===== config.mk =====
export PLATFORM = sky130hd
export DESIGN_NAME = ntc_denom
export DESIGN_NICKNAME = d
export VERILOG_FILES = /design/src/rtl/ntc_pkg.sv /design/src/rtl/ntc_denom.sv
export SDC_FILE = /design/constraint.sdc
export NUM_CORES = 2
export LEC_CHECK = 0
export ABC_AREA = 1
export BUFFER_PORTS_ARGS = -buffer_cell sky130_fd_sc_hd__buf_2
export CAP_MARGIN = 20
export CORE_UTILIZATION = 45
export CTS_BUF_LIST = sky130_fd_sc_hd__clkbuf_4
export CTS_CLUSTER_SIZE = 40
export DETAILED_ROUTE_END_ITERATION = 6
export GPL_TIMING_DRIVEN = 0
export PLACE_DENSITY_LB_ADDON = 0.12
export SLEW_MARGIN = 5
export SYNTH_ARGS = -nofsm -noshare
export SYNTH_HDL_FRONTEND = slang
export SYNTH_SLANG_ARGS = --single-unit

===== constraint.sdc =====
create_clock -name i_clk -period 6.8 [get_ports i_clk]
set_input_delay 1.36 -clock i_clk [delete_from_list [all_inputs] [get_ports i_clk]]
set_output_delay 1.36 -clock i_clk [all_outputs]
set_load 0.05 [all_outputs]

===== src/rtl/ntc_pkg.sv =====
// ntc_pkg: shared widths, codes, reset values and fixed-point constants
// for the NTC thermistor temperature pipeline. No dependencies.
package ntc_pkg;

    localparam int FRACTION_BITS_DEF = 16;

    localparam int SAMPLE_W     = 16;
    localparam int SUPPLY_W     = 13;
    localparam int BITS_W       = 5;
    localparam int RES_W        = 20;
    localparam int BETA_W       = 16;
    localparam int UNIT_W       = 2;
    localparam int TEMP_W       = 16;
    localparam int PROD_W       = RES_W + SAMPLE_W;
    localparam int EXP_W        = 6;
    localparam int INT_CAP_BITS = 20;
    localparam int ADDR_W       = 5;
    localparam int DATA_W       = 32;
    localparam int MAGC_W       = 18;

    localparam logic [BITS_W-1:0] ADC_BITS_MIN = 5'd1;
    localparam logic [BITS_W-1:0] ADC_BITS_MAX = 5'd16;

    localparam logic [SUPPLY_W-1:0] RST_SUPPLY = 13'd3300;
    localparam logic [BITS_W-1:0]   RST_BITS   = 5'd10;
    localparam logic [RES_W-1:0]    RST_SERIES = 20'd10000;
    localparam logic [BETA_W-1:0]   RST_BETA   = 16'd3950;
    localparam logic [RES_W-1:0]    RST_NOM    = 20'd10000;
    localparam logic [UNIT_W-1:0]   RST_UNIT   = 2'd0;

    localparam logic [MAGC_W-1:0] FIVE_RECIP = 18'd209716;
    localparam logic [MAGC_W-1:0] TEMP_MAX   = 18'd32767;
    localparam logic [MAGC_W-1:0] TEMP_MINM  = 18'd32768;

    typedef enum logic [1:0] {
        ST_NORMAL = 2'd0,
        ST_ZERO   = 2'd1,
        ST_FULL   = 2'd2
    } t_status;

    typedef enum logic [1:0] {
        UNIT_C    = 2'd0,
        UNIT_F    = 2'd1,
        UNIT_K    = 2'd2,
        UNIT_NONE = 2'd3
    } t_unit;

    typedef enum logic [2:0] {
        REG_SUPPLY = 3'd0,
        REG_BITS   = 3'd1,
        REG_SERIES = 3'd2,
        REG_BETA   = 3'd3,
        REG_NOM    = 3'd4,
        REG_UNIT   = 3'd5
    } t_reg_index;

    function automatic logic [63:0] ln2_q(input int f);
        return (64'd2977044472 + (64'd1 << (31 - f))) >> (32 - f);
    endfunction

    function automatic logic [63:0] t0_q(input int f);
        return (64'd29815 * (64'd1 << f) + 64'd50) / 64'd100;
    endfunction

    function automatic logic [63:0] k0_q(input int f);
        return (64'd27315 * (64'd1 << f) + 64'd50) / 64'd100;
    endfunction

endpackage


===== src/rtl/ntc_denom.sv =====
// ntc_denom: log difference to ln, Beta-equation denominator and numerator.
// Four pipeline stages. Depends on ntc_pkg.
module ntc_denom #(
    parameter int FRACTION_BITS = ntc_pkg::FRACTION_BITS_DEF
) (
    input  logic                                        i_clk,
    input  logic                                        i_rst_n,
    input  logic                                        i_valid,
    output logic                                        o_stall,
    input  ntc_pkg::t_status                            i_status,
    input  logic [ntc_pkg::EXP_W+FRACTION_BITS-1:0]     i_log_num,
    input  logic [ntc_pkg::EXP_W+FRACTION_BITS-1:0]     i_log_den,
    input  logic [ntc_pkg::BETA_W-1:0]                  i_beta,
    output logic                                        o_valid,
    input  logic                                        i_stall,
    output ntc_pkg::t_status                            o_status,
    output logic [ntc_pkg::BETA_W+FRACTION_BITS+8:0]    o_nq,
    output logic [ntc_pkg::BETA_W+FRACTION_BITS:0]      o_mag,
    output logic                                        o_neg
);
    import ntc_pkg::*;

    localparam int F     = FRACTION_BITS;
    localparam int LOG_W = EXP_W + F;
    localparam int T0_W  = F + 9;
    localparam int PQ_W  = T0_W + LOG_W - F;
    localparam int DQ_W  = BETA_W + F + 2;
    localparam int MAG_W = BETA_W + F + 1;
    localparam int NQ_W  = BETA_W + T0_W;

    localparam logic [F-1:0]    LN2Q = F'(ln2_q(F));
    localparam logic [T0_W-1:0] T0Q  = T0_W'(t0_q(F));

    logic             r_v0, r_v1, r_v2, r_v3;
    t_status          r_st0, r_st1, r_st2, r_st3;
    logic             r_neg0, r_neg1, r_neg2, r_neg3;
    logic [LOG_W-1:0] r_dmag0, r_lmag1;
    logic [PQ_W-1:0]  r_prod2;
    logic [NQ_W-1:0]  r_nq3;
    logic [MAG_W-1:0] r_mag3;
    logic             stall0, stall1, stall2, stall3;

    assign stall3  = r_v3 && i_stall;
    assign stall2  = r_v2 && stall3;
    assign stall1  = r_v1 && stall2;
    assign stall0  = r_v0 && stall1;
    assign o_stall = stall0;

    logic                    n_neg0;
    logic [LOG_W-1:0]        n_dmag0;
    logic [LOG_W+F-1:0]      n_lprod;
    logic [T0_W+LOG_W-1:0]   n_pprod;
    logic [BETA_W-1:0]       b_eff;
    logic signed [DQ_W-1:0]  bq, pq, n_dq, dq_inv;
    logic [NQ_W-1:0]         n_nq;

    assign n_neg0  = i_log_den > i_log_num;
    assign n_dmag0 = n_neg0 ? i_log_den - i_log_num : i_log_num - i_log_den;
    assign n_lprod = (LOG_W+F)'(r_dmag0) * (LOG_W+F)'(LN2Q);
    assign n_pprod = (T0_W+LOG_W)'(r_lmag1) * (T0_W+LOG_W)'(T0Q);
    assign b_eff   = (i_beta == '0) ? BETA_W'(1) : i_beta;
    assign bq      = $signed({2'b00, b_eff, {F{1'b0}}});
    assign pq      = $signed(DQ_W'(r_prod2));
    assign n_dq    = r_neg2 ? bq - pq : bq + pq;
    assign dq_inv  = -n_dq;
    assign n_nq    = NQ_W'(b_eff) * NQ_W'(T0Q);

    always_ff @(posedge i_clk) begin
        if (!i_rst_n) begin
            r_v0 <= 1'b0;
            r_v1 <= 1'b0;
            r_v2 <= 1'b0;
            r_v3 <= 1'b0;
        end else begin
            if (!stall0) r_v0 <= i_valid;
            if (!stall1) r_v1 <= r_v0;
            if (!stall2) r_v2 <= r_v1;
            if (!stall3) r_v3 <= r_v2;
        end
    end

    always_ff @(posedge i_clk) begin
        if (!stall0) begin
            r_st0   <= i_status;
            r_neg0  <= n_neg0;
            r_dmag0 <= n_dmag0;
        end
        if (!stall1) begin
            r_st1   <= r_st0;
            r_neg1  <= r_neg0;
            r_lmag1 <= n_lprod[LOG_W+F-1:F];
        end
        if (!stall2) begin
            r_st2   <= r_st1;
            r_neg2  <= r_neg1;
            r_prod2 <= n_pprod[T0_W+LOG_W-1:F];
        end
        if (!stall3) begin
            r_st3  <= r_st2;
            r_neg3 <= n_dq[DQ_W-1];
            r_mag3 <= n_dq[DQ_W-1] ? dq_inv[MAG_W-1:0] : n_dq[MAG_W-1:0];
            r_nq3  <= n_nq;
        end
    end

    assign o_valid  = r_v3;
    assign o_status = r_st3;
    assign o_nq     = r_nq3;
    assign o_mag    = r_mag3;
    assign o_neg    = r_neg3;

endmodule


==> results.ini <==
[detailed_routing]
drtAntennaViolNets = 0
wirelength_um = 74600
vias = 23949
avgRoutedWirePerCell_um = 15.5
drc = 1
first_iter_violations = 1463
avgViaCountPerCell = 4.98
first_pass_iters = 7

[final_layout]
multi_input_area_um2 = 23000
drive_above_1_share_pct = 9.23
nets = 4879
seq_area_um2 = 4880
design_area_um2 = 33900
area_growth_pct = 8.92
fillers = 6815

[yosys]
yosysMostFrequentCell = inv_1
ys_types = 63
synth_edf_count = 160
synth_adder_area_share_pct = 46.3
yosysWarningCount = 0
synth_commonest_cells = inv_1, ha_1, nand2_1
async_flop_share_pct = 0
syn_area_per_cell_um2 = 8.47
ys_seq_area_share_pct = 15.7
synth_top_family_by_area = adder cells
synth_seq_cells = 164
netlist_area_um2 = 31200
syn_nets = 4695
synthFlopType = edfxtp_1
synth.area.top_cells = ha_1, fa_1, edfxtp_1, inv_1, nand2_1
synthXorXnorAreaFrac_pct = 3.98
yosys-mux-area-fraction_pct = 0.0321
syn_inst = 3680
synth_compound_area_share_pct = 8.16
yosys.area.top_type_share_pct = 24.5
synth_top_area_cell = ha_1
synth-simple-area-share_pct = 14.2

[placement]
gp_congestion = 0.909
io_buffers = 143
placed_area_um2 = 33200
dp_hpwl_um = 65200
place_ws_ns = -0.895

[timing]
setup_viol = 0
slew_headroom_pct = 32.2
finalClockSkew_ns = 0.0524
rsz0062_at_grt = no
fin_crit_sh_pct = 97.3
fin_ws_ns = 0.180
fmax_mhz = 151
tightest_slew_ns = 1.02
hold_viol_final = 0
post-route-min-period_ns = 6.62
slew_viol_final = 0
setup_tns_ns = 0

[grt]
gr-usage-met3_pct = 2.28
grt_overflow = 0
grt_max_degree = 42
grt_use_met1_pct = 30.8
antenna_found_initial = 3
grt.busiest_layer = met2
track_usage_pct = 21.8
grt_pass1_vias = 23627
met2_usage_pct = 36.4
grt_pass1_wl_um = 121000

[critical_path]
r2r-end = r_prod2[29]
required_ns = 7.33
crit_end = o_nq[39]
cpMostUsedCell = ha_1
cp.arrival_ns = 7.15
crit_path_end_kind = register
path_cells = buf_2 -> inv_2 -> ha_1 -> nand4_1 -> nor4_4 -> buf_6 -> buf_12 -> nor2_1 -> ha_1 -> ha_1 -> inv_1 -> fa_1 -> fa_1 -> inv_1 -> fa_1 -> ha_1 -> ha_1 -> nand2_1 -> nor2_1 -> nand2_1 -> nor2_2 -> nand3_1 -> nand4_1 -> xor2_1
critPathKind = input pin to register
worstPathMaxFanout = 10
max_stage_delay_ns = 0.67
startpoint_type = input pin
r2r-start = r_lmag1[15]
critPathLaunch = i_beta[14]
cpMaxStageDelayCell = nor2_1
r2r_cells = 19
r2r_setup_slack_ns = 0.42

[floorplan]
die_x_um = 265
rows = 96
core_area_um2 = 68600
dieArea_um2 = 70300
initial_core_util_pct = 45.4
die_h_um = 265
pin_count = 145

[clocking]
clock_path_buffers = 2
cts_hold_buffers = 0
clk_pin_slew_ns = 0.15
cts_max_level = 4
clk_latency_ns = 0.75
root_buffer = clkbuf_4
cts_made_buffers = 17
cts_sinks = 164
cts_tree = yes

[hold_path]
hold_class = register to register

[outcome]
outcome = complete, but fails checks
violations = design-rule violations

[job]
cap_viol_max_count = 0

==> worst min path at each step <==
stage | from | to | slack [ns] | cells past startpoint
floorplan | r_st2[0] | o_status[0] | 0.40 | 0
global placement | r_st1[1] | r_st2[1] | 0.40 | 0
detailed placement | r_st2[0] | o_status[0] | 0.41 | 0
CTS | r_st1[0] | r_st2[0] | 0.44 | 0
global route | r_st1[0] | r_st2[0] | 0.44 | 0
finish | r_st1[0] | r_st2[0] | 0.44 | 0
==> kinds of logic (layout without fill, tap and decap cells) <==
group                      Yosys count  after routing
AOI/OAI and AO/OA                  452            452
xor gates and xnor gates           140            140
adders and majority gates          949            949
buffers and inverters              949           1146
DFF                                164            164
muxes                                1              1
other                                1              5
and+or+nand+nor                   1024           1024
==> final cells by class <==
cell class              instances  share of cell area (%)
plain buffers                  28                   0.546
inverters                     921                    10.2
well taps                     931                    3.43
diodes                          4                  0.0295
repair buffers                165                    2.76
flip-flops and latches        164                    14.4
clock inverters                13                   0.398
clock buffers                  19                   0.420
multi-input cells            2567                    67.8
==> critical path: cells and delay by family <==
kind	cells	cell delay [ns]
and+or+nand+nor	9	1.87
adders and majority gates	8	3.08
buffers and inverters	6	0.58
xor gates and xnor gates	1	0.23
==> stage by stage <==
| step | hold slack [ns] | instances | util (%) |
|---|---|---|---|
| 2_1_floorplan | 0.400 | 3680 | - |
| 3_3_place_gp | 0.403 | 4754 | 48.3 |
| 3_5_place_dp | 0.407 | 4756 | 48.4 |
| 4_1_cts | 0.437 | 4788 | 48.8 |
| 5_1_grt | 0.440 | 4812 | 49.5 |
| 6_report | 0.439 | 4812 | 49.5 |
==> layout by cell type, fill, tap and decap left out, types with 9 or more instances in the layout <==
cell type	instances
ha_1	595
a21oi_2	14
inv_2	13
nor2_2	18
buf_2	155
nand2_1	529
xnor2_1	42
o21a_1	16
o31ai_1	11
nand2_2	18
buf_4	23
a21oi_1	199
a31oi_1	21
a21o_1	9
edfxtp_1	160
o21ai_1	14
nand3b_1	9
clkbuf_4	19
nor2_1	235
inv_1	906
fa_1	338
xor2_1	94
nor3_1	25
nand4_1	30
o21ai_0	114
nand3_1	109
o21bai_1	10
nor2_4	11
==> metal layers <==
layer | vias up | wire (um) | part of all wire (%)
met4 | 0 | 779 | 1.0
li1 | 12048 | - | -
met1 | 11451 | 36200 | 48
met3 | 44 | 2670 | 3.6
met5 | - | 0 | 0
met2 | 406 | 35000 | 47
==> state kept, by name (all words and copies together), names as in the netlist <==
name and flops:
o_nq 40, o_mag 33, r_prod2 31, r_dmag0 22, r_lmag1 22, o_status 2, r_st0 2, r_st1 2
r_st2 2, o_neg 1, o_valid 1, r_neg0 1, r_neg1 1, r_neg2 1, r_v0 1, r_v1 1
r_v2 1
==> repair_timing <==
action                     CTS  global route
setup endpoints to repair    4            21
setup buffers                0            19
gates resized for setup      2            73
pin swaps                    0            24
Power is not shown: default switching activity piles up to over one toggle a cycle in this logic, so the estimate is an artifact.
