--- src/rtl/ntc_pkg.sv ---
// ntc_pkg: shared widths, codes, reset values and fixed-point constants
// for the NTC thermistor temperature pipeline. No dependencies.
package ntc_pkg;

    localparam int FRACTION_BITS_DEF = 16;

    localparam int SAMPLE_W     = 16;
    localparam int SUPPLY_W     = 13;
    localparam int BITS_W       = 5;
    localparam int RES_W        = 20;
    localparam int BETA_W       = 16;
    localparam int UNIT_W       = 2;
    localparam int TEMP_W       = 16;
    localparam int PROD_W       = RES_W + SAMPLE_W;
    localparam int EXP_W        = 6;
    localparam int INT_CAP_BITS = 20;
    localparam int ADDR_W       = 5;
    localparam int DATA_W       = 32;
    localparam int MAGC_W       = 18;

    localparam logic [BITS_W-1:0] ADC_BITS_MIN = 5'd1;
    localparam logic [BITS_W-1:0] ADC_BITS_MAX = 5'd16;

    localparam logic [SUPPLY_W-1:0] RST_SUPPLY = 13'd3300;
    localparam logic [BITS_W-1:0]   RST_BITS   = 5'd10;
    localparam logic [RES_W-1:0]    RST_SERIES = 20'd10000;
    localparam logic [BETA_W-1:0]   RST_BETA   = 16'd3950;
    localparam logic [RES_W-1:0]    RST_NOM    = 20'd10000;
    localparam logic [UNIT_W-1:0]   RST_UNIT   = 2'd0;

    localparam logic [MAGC_W-1:0] FIVE_RECIP = 18'd209716;
    localparam logic [MAGC_W-1:0] TEMP_MAX   = 18'd32767;
    localparam logic [MAGC_W-1:0] TEMP_MINM  = 18'd32768;

    typedef enum logic [1:0] {
        ST_NORMAL = 2'd0,
        ST_ZERO   = 2'd1,
        ST_FULL   = 2'd2
    } t_status;

    typedef enum logic [1:0] {
        UNIT_C    = 2'd0,
        UNIT_F    = 2'd1,
        UNIT_K    = 2'd2,
        UNIT_NONE = 2'd3
    } t_unit;

    typedef enum logic [2:0] {
        REG_SUPPLY = 3'd0,
        REG_BITS   = 3'd1,
        REG_SERIES = 3'd2,
        REG_BETA   = 3'd3,
        REG_NOM    = 3'd4,
        REG_UNIT   = 3'd5
    } t_reg_index;

    function automatic logic [63:0] ln2_q(input int f);
        return (64'd2977044472 + (64'd1 << (31 - f))) >> (32 - f);
    endfunction

    function automatic logic [63:0] t0_q(input int f);
        return (64'd29815 * (64'd1 << f) + 64'd50) / 64'd100;
    endfunction

    function automatic logic [63:0] k0_q(input int f);
        return (64'd27315 * (64'd1 << f) + 64'd50) / 64'd100;
    endfunction

endpackage

--- src/rtl/ntc_conv.sv ---
// ntc_conv: unit conversion, truncation toward zero and int16 saturation.
// Four pipeline stages, the last one is the output register. Depends on ntc_pkg.
module ntc_conv #(
    parameter int FRACTION_BITS = ntc_pkg::FRACTION_BITS_DEF
) (
    input  logic                                          i_clk,
    input  logic                                          i_rst_n,
    input  logic                                          i_valid,
    output logic                                          o_stall,
    input  ntc_pkg::t_status                              i_status,
    input  logic [ntc_pkg::INT_CAP_BITS+FRACTION_BITS:0]  i_quo,
    input  logic                                          i_neg,
    input  logic [ntc_pkg::UNIT_W-1:0]                    i_unit,
    output logic                                          o_valid,
    input  logic                                          i_stall,
    output logic signed [ntc_pkg::TEMP_W-1:0]             o_temperature,
    output logic [1:0]                                    o_status
);
    import ntc_pkg::*;

    localparam int F    = FRACTION_BITS;
    localparam int QW   = INT_CAP_BITS + F + 1;
    localparam int TQ_W = QW + 1;
    localparam int X_W  = TQ_W + 1;
    localparam int Y_W  = X_W + 4;
    localparam int SH_W = Y_W - F;

    localparam logic signed [X_W-1:0] K0Q   = X_W'(k0_q(F));
    localparam logic signed [Y_W-1:0] OFS_F = Y_W'(160) <<< F;
    localparam logic [SH_W-1:0]       CLAMP = SH_W'((1 << MAGC_W) - 1);

    logic                    r_v0, r_v1, r_v2, r_v3;
    t_status                 r_st0, r_st1, r_st2, r_st3;
    logic signed [TQ_W-1:0]  r_tq0;
    logic signed [X_W-1:0]   r_x0;
    logic signed [Y_W-1:0]   r_val1;
    logic                    r_isf1, r_zero1, r_isf2, r_zero2, r_neg2;
    logic [MAGC_W-1:0]       r_mag2;
    logic signed [TEMP_W-1:0] r_temp;
    logic                    stall0, stall1, stall2, stall3;

    assign stall3  = r_v3 && i_stall;
    assign stall2  = r_v2 && stall3;
    assign stall1  = r_v1 && stall2;
    assign stall0  = r_v0 && stall1;
    assign o_stall = stall0;

    logic [QW-1:0]          tqm;
    logic signed [TQ_W-1:0] tqs, n_tq;
    logic signed [Y_W-1:0]  xe, ye, n_val;
    logic                   n_isf, n_zero;
    logic [Y_W-1:0]         vabs;
    logic [SH_W-1:0]        sh;
    logic [2*MAGC_W-1:0]    prod5;
    logic [MAGC_W-1:0]      q;
    logic [MAGC_W:0]        qneg;
    logic signed [TEMP_W-1:0] n_temp;

    assign tqm  = (i_status != ST_NORMAL) ? '0 : i_quo;
    assign tqs  = $signed({1'b0, tqm});
    assign n_tq = i_neg ? -tqs : tqs;

    assign xe = Y_W'(r_x0);
    assign ye = (xe <<< 3) + xe + OFS_F;

    always_comb begin
        n_val  = '0;
        n_isf  = 1'b0;
        n_zero = 1'b0;
        unique case (t_unit'(i_unit))
            UNIT_C: begin
                n_val = xe;
            end
            UNIT_F: begin
                n_val = ye;
                n_isf = 1'b1;
            end
            UNIT_K: begin
                n_val = Y_W'(r_tq0);
            end
            UNIT_NONE: begin
                n_zero = 1'b1;
            end
        endcase
    end

    assign vabs  = r_val1[Y_W-1] ? $unsigned(-r_val1) : $unsigned(r_val1);
    assign sh    = vabs[Y_W-1:F];
    assign prod5 = (2*MAGC_W)'(r_mag2) * (2*MAGC_W)'(FIVE_RECIP);
    assign q     = r_isf2 ? MAGC_W'(prod5[2*MAGC_W-1:20]) : r_mag2;
    assign qneg  = -{1'b0, q};

    always_comb begin
        priority if (r_zero2) begin
            n_temp = '0;
        end else if (r_neg2) begin
            n_temp = (q > TEMP_MINM) ? $signed({1'b1, {(TEMP_W-1){1'b0}}})
                                     : $signed(qneg[TEMP_W-1:0]);
        end else begin
            n_temp = (q > TEMP_MAX) ? $signed({1'b0, {(TEMP_W-1){1'b1}}})
                                    : $signed(q[TEMP_W-1:0]);
        end
    end

    always_ff @(posedge i_clk) begin
        if (!i_rst_n) begin
            r_v0 <= 1'b0;
            r_v1 <= 1'b0;
            r_v2 <= 1'b0;
            r_v3 <= 1'b0;
        end else begin
            if (!stall0) r_v0 <= i_valid;
            if (!stall1) r_v1 <= r_v0;
            if (!stall2) r_v2 <= r_v1;
            if (!stall3) r_v3 <= r_v2;
        end
    end

    always_ff @(posedge i_clk) begin
        if (!stall0) begin
            r_st0 <= i_status;
            r_tq0 <= n_tq;
            r_x0  <= X_W'(n_tq) - K0Q;
        end
        if (!stall1) begin
            r_st1   <= r_st0;
            r_val1  <= n_val;
            r_isf1  <= n_isf;
            r_zero1 <= n_zero;
        end
        if (!stall2) begin
            r_st2   <= r_st1;
            r_isf2  <= r_isf1;
            r_zero2 <= r_zero1;
            r_neg2  <= r_val1[Y_W-1];
            r_mag2  <= (sh > CLAMP) ? CLAMP[MAGC_W-1:0] : sh[MAGC_W-1:0];
        end
        if (!stall3) begin
            r_st3  <= r_st2;
            r_temp <= n_temp;
        end
    end

    assign o_valid       = r_v3;
    assign o_temperature = r_temp;
    assign o_status      = r_st3;

endmodule

--- config.mk ---
export PLATFORM = sky130hd
export DESIGN_NAME = ntc_conv
export DESIGN_NICKNAME = d
export VERILOG_FILES = /design/src/rtl/ntc_pkg.sv /design/src/rtl/ntc_conv.sv
export SDC_FILE = /design/constraint.sdc
export NUM_CORES = 1
export LEC_CHECK = 0
export BUFFER_PORTS_ARGS = -buffer_cell sky130_fd_sc_hd__buf_4
export CAP_MARGIN = 20
export CORE_MARGIN = 4
export CORE_UTILIZATION = 45
export DETAILED_ROUTE_END_ITERATION = 6
export GPL_TIMING_DRIVEN = 0
export HOLD_SLACK_MARGIN = 0.06
export PLACE_DENSITY_LB_ADDON = 0.2
export SLEW_MARGIN = 5
export SYNTH_ARGS = -nofsm -noshare
export SYNTH_HDL_FRONTEND = slang
export SYNTH_SLANG_ARGS = --single-unit
--- constraint.sdc ---
create_clock -name i_clk -period 6.7 [get_ports i_clk]
set_input_delay 1.005 -clock i_clk [delete_from_list [all_inputs] [get_ports i_clk]]
set_output_delay 1.005 -clock i_clk [all_outputs]
set_load 0.02 [all_outputs]
==> results.py <==
metrics = {
    "placed_design": {
        "place_congestion": 0.9493,
        "hpwl_um": 35830,
        "postPlaceCellArea_um2": 18580,
        "io_buffers": 62,
    },
    "logic_synthesis": {
        "ys_seq_elements": 170,
        "synth.net_count": 2139,
        "syn_area_um2": 17290,
        "seq_area_frac_synth_pct": 29.30,
        "synth_cell_types": 90,
        "yosys_warnings": 0,
        "ys.flop_type": "edfxtp_1",
        "synthCells": 1781,
        "async_flop_share_pct": 0,
        "avgSynthCellArea_um2": 9.706,
        "synth_edf_count": 166,
    },
    "timing": {
        "max_freq_ghz": 0.1460,
        "post-route-period-util_pct": 102.2,
        "timing.final.ws_setup_ns": -0.1471,
        "finalSetupViolCount": 10,
        "slew_headroom_pct": 39.39,
        "drv_slew": 0,
        "min_period_ns": 6.847,
        "tightest_slew_ns": 0.8863,
        "holdWs_ns": 0.4216,
        "hold_violations": 0,
        "finalClockSkew_ns": 0.009549,
        "rsz0062_at_grt": "true",
    },
    "final_layout": {
        "syn_to_final_growth_pct": 19.66,
        "finalCoreUtilization_pct": 54.79,
        "drive_gt1_share_pct": 17.36,
        "antenna_cells": 0,
        "final_area_um2": 20680,
        "nets": 2309,
    },
    "critical_path": {
        "crit_type": "reg2reg",
        "worst-path-stages": 27,
        "r2r_cells": 27,
        "crit_required_ns": 6.87,
        "cpLargestDelayFamily": "adder cells",
        "r2r-start": "r_mag2[14]",
        "slowest_stage": "fa_1",
        "reg2reg_slack_ns": -0.15,
        "reg2reg_to": "o_temperature[10]",
        "cp_common_cell": "fa_1",
        "crit_buf_inv": 6,
        "crit_fanout": 5,
        "startpoint_type": "flip-flop",
        "critPathMaxStageDelay_ns": 0.55,
        "critPathCaptureType": "flip-flop",
        "worstPathArrival_ns": 7.01,
    },
    "global_routing": {
        "grt_max_degree": 65,
        "overflow": 0,
        "grt_pass1_vias": 14330,
        "antenna_found_initial": 1,
        "grtUsageTotal_pct": 22.40,
        "grt_pass1_wl_um": 74270,
    },
    "drt": {
        "drc_errors": 0,
        "antenna_left": 0,
        "vias": 13880,
        "drt-initial-drc-count": 907,
        "wire_per_inst_um": 18.66,
        "first_pass_iters": 5,
        "routed_wl_um": 46170,
        "via_per_inst": 5.608,
    },
    "clock_tree": {
        "cts_buffers": 17,
        "cts_tree": "yes",
        "path_clk_slew_ns": 0.08,
        "cts_buffer_depth": 2,
        "cts_root_buf": "clkbuf_16",
        "htreeDepth": 4,
        "insertion_delay_ns": 0.45,
        "cts_hold_buf": 0,
        "cts.sinks": 170,
    },
    "outcome": {
        "status": "finished with violations",
        "violations": "negative setup slack",
    },
    "worst_hold_path": {
        "hold_depth": 0,
        "hold_path_class": "reg2reg",
        "hold_end": "r_st2[1]",
        "hold_path_startpoint": "r_st1[1]",
    },
    "job": {
        "maxCapViolations": 0,
    },
    "die": {
        "start_util_pct": 45.79,
        "std_cell_rows": 71,
        "die_h_um": 204.0,
        "die_w_um": 204.0,
        "coreArea_um2": 37760,
        "floorplan.die_area_um2": 41610,
        "io_pins": 66,
    },
}
-- worst reg2reg max path: cells and delay by family (launching register included) --
family,cells,cell delay [ns]
XOR/XNOR,1,0.17
buffers and inverters,6,0.53
AND/OR/NAND/NOR,4,0.59
multiplexers,1,0.31
flip-flops,1,0.52
AO/OA/AOI/OAI,7,1.29
adder cells (fa/ha/maj),8,3.16
-- registers in the layout, indices dropped and copies added, names as in the netlist, 2 cells and up --
register	cells
o_status	2
o_temperature	16
r_mag2	18
r_st0	2
r_st1	2
r_st2	2
r_tq0	38
r_val1	43
r_x0	38
-- worst max path at each step --
stage | slack, ns | end | startpoint
global route | -0.28 | o_temperature[10] | r_mag2[11]
CTS | 0.001 | o_temperature[15] | r_mag2[1]
global placement | -1.14 | o_temperature[13] | r_mag2[2]
finish | -0.15 | o_temperature[10] | r_mag2[14]
floorplan | -0.06 | o_temperature[15] | r_mag2[1]
detailed placement | -1.23 | o_temperature[13] | r_mag2[2]
-- timing repair --
action	CTS	global route
endpoints found under the setup margin	16	16
gates resized for setup	92	67
pin swaps	48	32
buffers inserted	68	20
-- synthesized netlist by cell type, drive strengths merged (19+ instances only) --
library cell	n	area share, %
a21o	30	1.3
a21oi	87	2.5
a31oi	20	0.72
clkbuf	33	0.72
edfxtp	166	29
fa	94	11
ha	218	16
inv	232	5.0
mux2i	45	2.6
nand2	124	2.7
nand2b	23	0.83
nand3	32	0.93
nor2	90	2.0
nor3	30	0.90
nor4	20	0.81
o21ai	87	2.5
o22ai	19	0.69
or3	20	0.78
xnor2	47	2.4
xor2	56	2.8
-- per-stage QoR --
stage          TNS (ns)  std cells  setup slack (ns)
2_1_floorplan  -0.05797       1781          -0.05797
3_3_place_gp     -14.93       2354            -1.144
3_5_place_dp     -15.91       2356            -1.227
4_1_cts               0       2455          0.001132
5_1_grt          -3.060       2475           -0.2815
6_report        -0.6323       2475           -0.1471
-- per-layer routing --
metal	vias up	track usage, %	wire length, µm
met5	-	0	0
met4	0	9.667	1983
met3	101	3.364	1816
met2	371	39.60	23080
met1	6594	27.24	19290
li1	6813	-	-
-- final cells by class --
cell class,instances,area (µm²)
multi-input cells,1332,12060
clock inverters,15,173.9
repair buffers,152,1246
inverters,234,883.3
plain buffers,44,188.9
flip-flops and latches,170,5065
clock buffers,17,425.4
well taps,511,639.4
fillers,3377,17070
-- cell usage in the layout (no fill, tap or decap), types with 17 or more instances in the layout --
cell type	n
edfxtp_1	166
nor2_1	90
o21ai_0	72
buf_6	17
inv_1	218
mux2i_1	43
nor3_1	27
nand2b_1	23
buf_4	133
clkbuf_1	31
nand2_1	122
clkbuf_16	17
nor4_1	18
fa_1	88
ha_4	28
a21oi_1	79
ha_1	186
xor2_1	56
nand3_1	29
a21o_1	27
o22ai_1	19
or3_1	18
xnor2_1	47
-- kinds of logic after synthesis --
group,share of synthesized area (%)
buffers and inverters,6.094
and+or+nand+nor,13.41
muxes,2.866
adders and majority gates,26.66
DFF,29.30
AOI/OAI and AO/OA,16.44
xor gates and xnor gates,5.219
Power is left out: the tool's default activity adds up to more than one toggle a clock period on the data nets, which glitch-free logic cannot reach.
